## src/rtl/frs_pkg.sv

```systemverilog
// ----------------------------------------------------------------------------
// frs_pkg
// shared types and constants of the face refinement stencil
// ----------------------------------------------------------------------------
package frs_pkg;

   localparam int REQ_DATA_W = 144;
   localparam int REQ_USER_W = 4;
   localparam int RSP_DATA_W = 56;
   localparam int CFG_W      = 7;
   localparam int ADDR_W     = 18;
   localparam int DELTA_W    = 32;
   localparam int VAL_W      = 32;
   localparam int SLOT_W     = 6;
   localparam int BLK_W      = 5;
   localparam int NSQ_W      = 14;
   localparam int LANES      = 4;

   localparam logic [CFG_W-1:0] CELLS_RESET = 7'd16;

   // lane arithmetic
   localparam int NUM_W       = 36;
   localparam int T_W         = 33;
   localparam int SPLIT       = 17;
   localparam int RECIP_SHIFT = 34;
   localparam logic [T_W-1:0] RECIP3 = 33'h1_5555_5556;
   localparam logic [T_W-1:0] T_CAP  = 33'h1_8000_0000;
   localparam logic [T_W-1:0] POS_MAX = 33'h0_7FFF_FFFF;
   localparam logic [T_W-1:0] NEG_MAG = 33'h0_8000_0000;

   // denominator codes
   localparam logic [1:0] DEN_HALF    = 2'd0;
   localparam logic [1:0] DEN_THIRD   = 2'd1;
   localparam logic [1:0] DEN_SIXTH   = 2'd2;
   localparam logic [1:0] DEN_TWELFTH = 2'd3;

   // interface kinds
   localparam logic [3:0] ACT_NORMAL    = 4'd0;
   localparam logic [3:0] ACT_FINE_FINE = 4'd1;
   localparam logic [3:0] ACT_CF_Q0     = 4'd2;
   localparam logic [3:0] ACT_CF_Q1     = 4'd3;
   localparam logic [3:0] ACT_CF_Q2     = 4'd4;
   localparam logic [3:0] ACT_CF_Q3     = 4'd5;
   localparam logic [3:0] ACT_COARSE    = 4'd6;
   localparam logic [3:0] ACT_FC_Q0     = 4'd7;
   localparam logic [3:0] ACT_FC_Q1     = 4'd8;
   localparam logic [3:0] ACT_FC_Q2     = 4'd9;
   localparam logic [3:0] ACT_FC_Q3     = 4'd10;

   typedef struct packed {
      logic ld1;
      logic ld2;
      logic ld3;
      logic ld4;
   } stage_ctl_type;

endpackage

```

## src/rtl/frs_lane.sv

```systemverilog
// ----------------------------------------------------------------------------
// frs_lane
// one delta lane: rounding, divide by a small constant, saturation
// ----------------------------------------------------------------------------
module frs_lane import frs_pkg::*; (
   input  logic                    clock,
   input  stage_ctl_type           ctl,
   input  logic signed [NUM_W-1:0] num,
   input  logic [1:0]              den,
   output logic [DELTA_W-1:0]      delta
);

   logic signed [NUM_W-1:0] num_ff;
   logic [1:0]              den_ff;

   logic [T_W-1:0]          t2_ff, t2_in;
   logic                    neg2_ff, third2_ff, third2_in;

   logic [T_W+SPLIT-1:0]        plo_ff, plo_in;
   logic [2*T_W-SPLIT-1:0]      phi_ff, phi_in;
   logic [T_W-1:0]              t3_ff;
   logic                        neg3_ff, third3_ff;

   logic [DELTA_W-1:0]      delta_ff, delta_in;

   logic [NUM_W-1:0]        mag;
   logic [NUM_W:0]          rnd, shifted;
   logic [3:0]              rnd_add;
   logic [1:0]              shift;
   logic [2*T_W-1:0]        prod;
   logic [T_W-1:0]          quo;

   // magnitude, round bias and pre-shift
   always_comb begin
      mag = num_ff[NUM_W-1] ? NUM_W'(-num_ff) : NUM_W'(num_ff);
      case (den_ff)
         DEN_HALF: begin
            rnd_add = 4'd1; shift = 2'd1; third2_in = 1'b0;
         end
         DEN_THIRD: begin
            rnd_add = 4'd1; shift = 2'd0; third2_in = 1'b1;
         end
         DEN_SIXTH: begin
            rnd_add = 4'd3; shift = 2'd1; third2_in = 1'b1;
         end
         default: begin
            rnd_add = 4'd6; shift = 2'd2; third2_in = 1'b1;
         end
      endcase
      rnd     = {1'b0, mag} + (NUM_W+1)'(rnd_add);
      shifted = rnd >> shift;
      t2_in   = (shifted > (NUM_W+1)'(T_CAP)) ? T_CAP : shifted[T_W-1:0];
   end

   // reciprocal multiply split in two partial products
   always_comb begin
      plo_in = (T_W+SPLIT)'(t2_ff) * (T_W+SPLIT)'(RECIP3[SPLIT-1:0]);
      phi_in = (2*T_W-SPLIT)'(t2_ff) * (2*T_W-SPLIT)'(RECIP3[T_W-1:SPLIT]);
   end

   always_comb begin
      prod = (2*T_W)'(plo_ff) + ((2*T_W)'(phi_ff) << SPLIT);
      quo  = third3_ff ? {1'b0, prod[RECIP_SHIFT +: DELTA_W]} : t3_ff;
      if (!neg3_ff) begin
         delta_in = (quo > POS_MAX) ? POS_MAX[DELTA_W-1:0] : quo[DELTA_W-1:0];
      end else begin
         delta_in = (quo >= NEG_MAG) ? NEG_MAG[DELTA_W-1:0] : DELTA_W'(-quo[DELTA_W-1:0]);
      end
   end

   always_ff @(posedge clock) begin
      if (ctl.ld1) begin
         num_ff <= num;
         den_ff <= den;
      end
      if (ctl.ld2) begin
         t2_ff     <= t2_in;
         neg2_ff   <= num_ff[NUM_W-1];
         third2_ff <= third2_in;
      end
      if (ctl.ld3) begin
         plo_ff    <= plo_in;
         phi_ff    <= phi_in;
         t3_ff     <= t2_ff;
         neg3_ff   <= neg2_ff;
         third3_ff <= third2_ff;
      end
      if (ctl.ld4) begin
         delta_ff <= delta_in;
      end
   end

   assign delta = delta_ff;

endmodule

```

## config.mk

```make
export PLATFORM = sky130hd
export DESIGN_NAME = frs_lane
export DESIGN_NICKNAME = d
export VERILOG_FILES = /design/src/rtl/frs_pkg.sv /design/src/rtl/frs_lane.sv
export SDC_FILE = /design/constraint.sdc
export NUM_CORES = 1
export LEC_CHECK = 0
export BUFFER_PORTS_ARGS = -buffer_cell sky130_fd_sc_hd__buf_2
export CORE_AREA = 2 2 325 327
export DETAILED_ROUTE_END_ITERATION = 10
export DIE_AREA = 0 0 327 329
export SYNTH_ARGS = -nofsm -noshare
export SYNTH_HDL_FRONTEND = slang
export SYNTH_SLANG_ARGS = --single-unit
```

## constraint.sdc

```tcl
create_clock -name clock -period 6.4 [get_ports clock]
set_clock_uncertainty 0.1 [all_clocks]
set_input_delay 0.32 -clock clock [delete_from_list [all_inputs] [get_ports clock]]
set_output_delay 0.32 -clock clock [all_outputs]
set_load 0.01 [all_outputs]
```

==> results_dict.tcl <==
set metrics [dict create \
    post_dp_cell_area_um2 29500 \
    clkTransAtPathRegs_ps 80 \
    place.port_buffers 74 \
    synth_seq_area_share_pct 25.4 \
    maxCapViolCount 0 \
    drive_above_1_share_pct 20.2 \
    numClockSinks 218 \
    die_w_um 327 \
    grt_pass1_vias 20063 \
    synth-async-reset-ratio_pct 0 \
    hold_depth 1 \
    gp_congestion 0.920 \
    status "complete, but fails checks" \
    worstMarginPinSlew_ps 979 \
    worstRegToRegCells 24 \
    antenna_found_initial 7 \
    synth_top_cell_area_share_pct 25.4 \
    dp_slack_ps -504 \
    dpl.hpwl_mm 60.0 \
    final_cell_area_um2 31900 \
    syn_inst 2650 \
    fin_crit_sh_pct 102 \
    drtIter0Drc 1210 \
    critPathKind "reg2reg" \
    drc_errors 0 \
    rsz0062_at_grt "yes" \
    drtAntennaViolNets 0 \
    grt_first_pass_wirelength_mm 113 \
    crit_path_start_kind "flop" \
    crit_path_max_fanout 4 \
    timing.reg2reg.setup_slack_ps -120 \
    cp.arrival_ps 6750 \
    synth_area_um2 25800 \
    io_pins 75 \
    fin_ws_ps -122 \
    final.setup.tns_ps -197 \
    syn-num-nets 3216 \
    ys.flop_type "edfxtp_1" \
    mostFrequentLayoutCells "inv_1, buf_4, ha_1" \
    slew_viol_final 0 \
    vias 20004 \
    start_util_pct 24.7 \
    layout-area-overhead-vs-synth_pct 23.9 \
    final_common_cell "inv_1" \
    wl_per_cell_um 16.3 \
    grt_use_total_pct 13.3 \
    layout.nets 3573 \
    coreArea_um2 104000 \
    synth_area_leaders "edfxtp_1, fa_1, ha_1" \
    hp-class "in2reg" \
    vias_per_cell 4.53 \
    clk_latency_ps 600 \
    synth_edf_count 218 \
    htree_levels 1 \
    fp.dieArea_um2 108000 \
    violations "negative setup slack" \
    setup-violations-final 2 \
    synth_top_area_cell "edfxtp_1" \
    cp-end-kind "flop" \
    worstPathRequired_ps 6630 \
    yosysWarnings 0 \
    diodes 0 \
    period_needed_ps 6520 \
    max_slew_margin_pct 34.3 \
    fp-row-count 119 \
    die_h_um 329 \
    wl_mm 72.2 \
    first_pass_iters 5 \
    cts_root_buffer "clkbuf_16" \
    cts_buffers 25 \
    clockBufferDepth 3 \
    grt_max_degree 69 \
    syn_area_per_cell_um2 9.73 \
    fmax_mhz 153 \
    grt.overflow.total 0 \
    ys_ff_latch 218 \
    hold_violations 0 \
    cts_tree "yes" \
    synthDistinctLibCells 96 \
]
-- registers in the layout, summed over array words and instances, names as in the netlist --
register and count:
t2_ff 33, den_ff 2, third2_ff 1, plo_ff 32
delta 32, phi_ff 46, t3_ff 33, third3_ff 1
num_ff 36, neg2_ff 1, neg3_ff 1
-- final cells by class --
class                      instances  area (um^2)
fill                           10752        72400
multi-input combinational       1834        17800
sequential                       218         6550
timing repair buffer             416         3090
inverter                         512         1920
tap                             1391         1740
clock buffer                      28          637
clock inverter                    17          170
-- path summary, 6_finish.rpt --
path | start | endpoint
setup / recovery | t2_ff[4] | phi_ff[44]
hold / removal | ctl[1] | t3_ff[4]
setup reg to reg | t2_ff[4] | phi_ff[44]
hold reg to reg | neg2_ff | neg3_ff
-- layer usage --
layer,share of wire [%],GRT usage [%],up-vias
met5,0.014,0,-
met4,2.2,2.88,2
met1,47,18.8,9625
met2,45,21.4,470
li1,-,-,9830
met3,5.6,2.14,77
-- critical path: stages (launching register included) --
cell      delay, ps
edfxtp_1        470
buf_6           160
ha_4            250
inv_1            40
fa_1            460
fa_1            550
inv_2            50
fa_2            550
inv_1            50
fa_1            450
fa_1            500
inv_1            70
ha_4            260
a21oi_4         120
o21ai_2          80
a221o_1         370
a211oi_4        240
o21bai_2        150
a31oi_4         190
o31ai_4          80
or4_4           450
a31o_4          260
a21oi_2         140
o21bai_1         90
xor2_1          140
-- kinds of logic (layout without fill, tap and decap cells) --
logic type	Yosys count	in the layout	share of synthesized area [%]
flops	218	218	25.4
compound gates	512	512	14.4
mux	33	33	1.34
xor+xnor	153	153	5.23
buf+inv	598	973	8.92
simple gates	613	613	12.3
fa+ha+maj	523	523	32.5
-- stage by stage --
stage,hold slack [ps],utilization [%],cells
floorplan,300,-,2650
CTS,170,29.9,4390
detailed placement,398,28.3,4281
global placement,396,28.3,4281
finish,189,30.6,4416
global route,190,30.6,4416
-- synth_stat cells (6+ instances only) --
cell       number
nand2_1       138
a211oi_1       28
o22ai_1         9
o21a_1         28
and2_1         11
or4_1          17
nand4_1        19
nand3_1        51
a31oi_1        34
nor3_1         61
edfxtp_1      218
nand3b_1        9
nand2b_1       22
and3_1         18
or2_2          13
nor2_1        148
buf_2           8
a21oi_1       115
o21bai_1        9
buf_1           6
clkbuf_1       66
o21ai_0        91
nor4_2          7
inv_1         511
fa_1          243
ha_1          280
nor4_1         21
nor2b_1        24
a221oi_1        9
mux2_2         12
o31ai_1        14
xor2_1         73
mux2i_1        21
o211ai_1       13
a21o_1         46
and4_1          6
a2111oi_4       9
o221ai_1       14
buf_6           6
or3_1          21
xnor2_1        79
-- what timing repair did --
action	in CTS	in global routing
setup endpoints to repair	29	29
buffers inserted	26	27
pin swaps	46	66
resized for setup	56	106
hold buffers	38	0
endpoints found under the hold margin	38	0
Power is left out: the tool's default activity adds up to more than one toggle a clock period on the data nets, which glitch-free logic cannot reach.
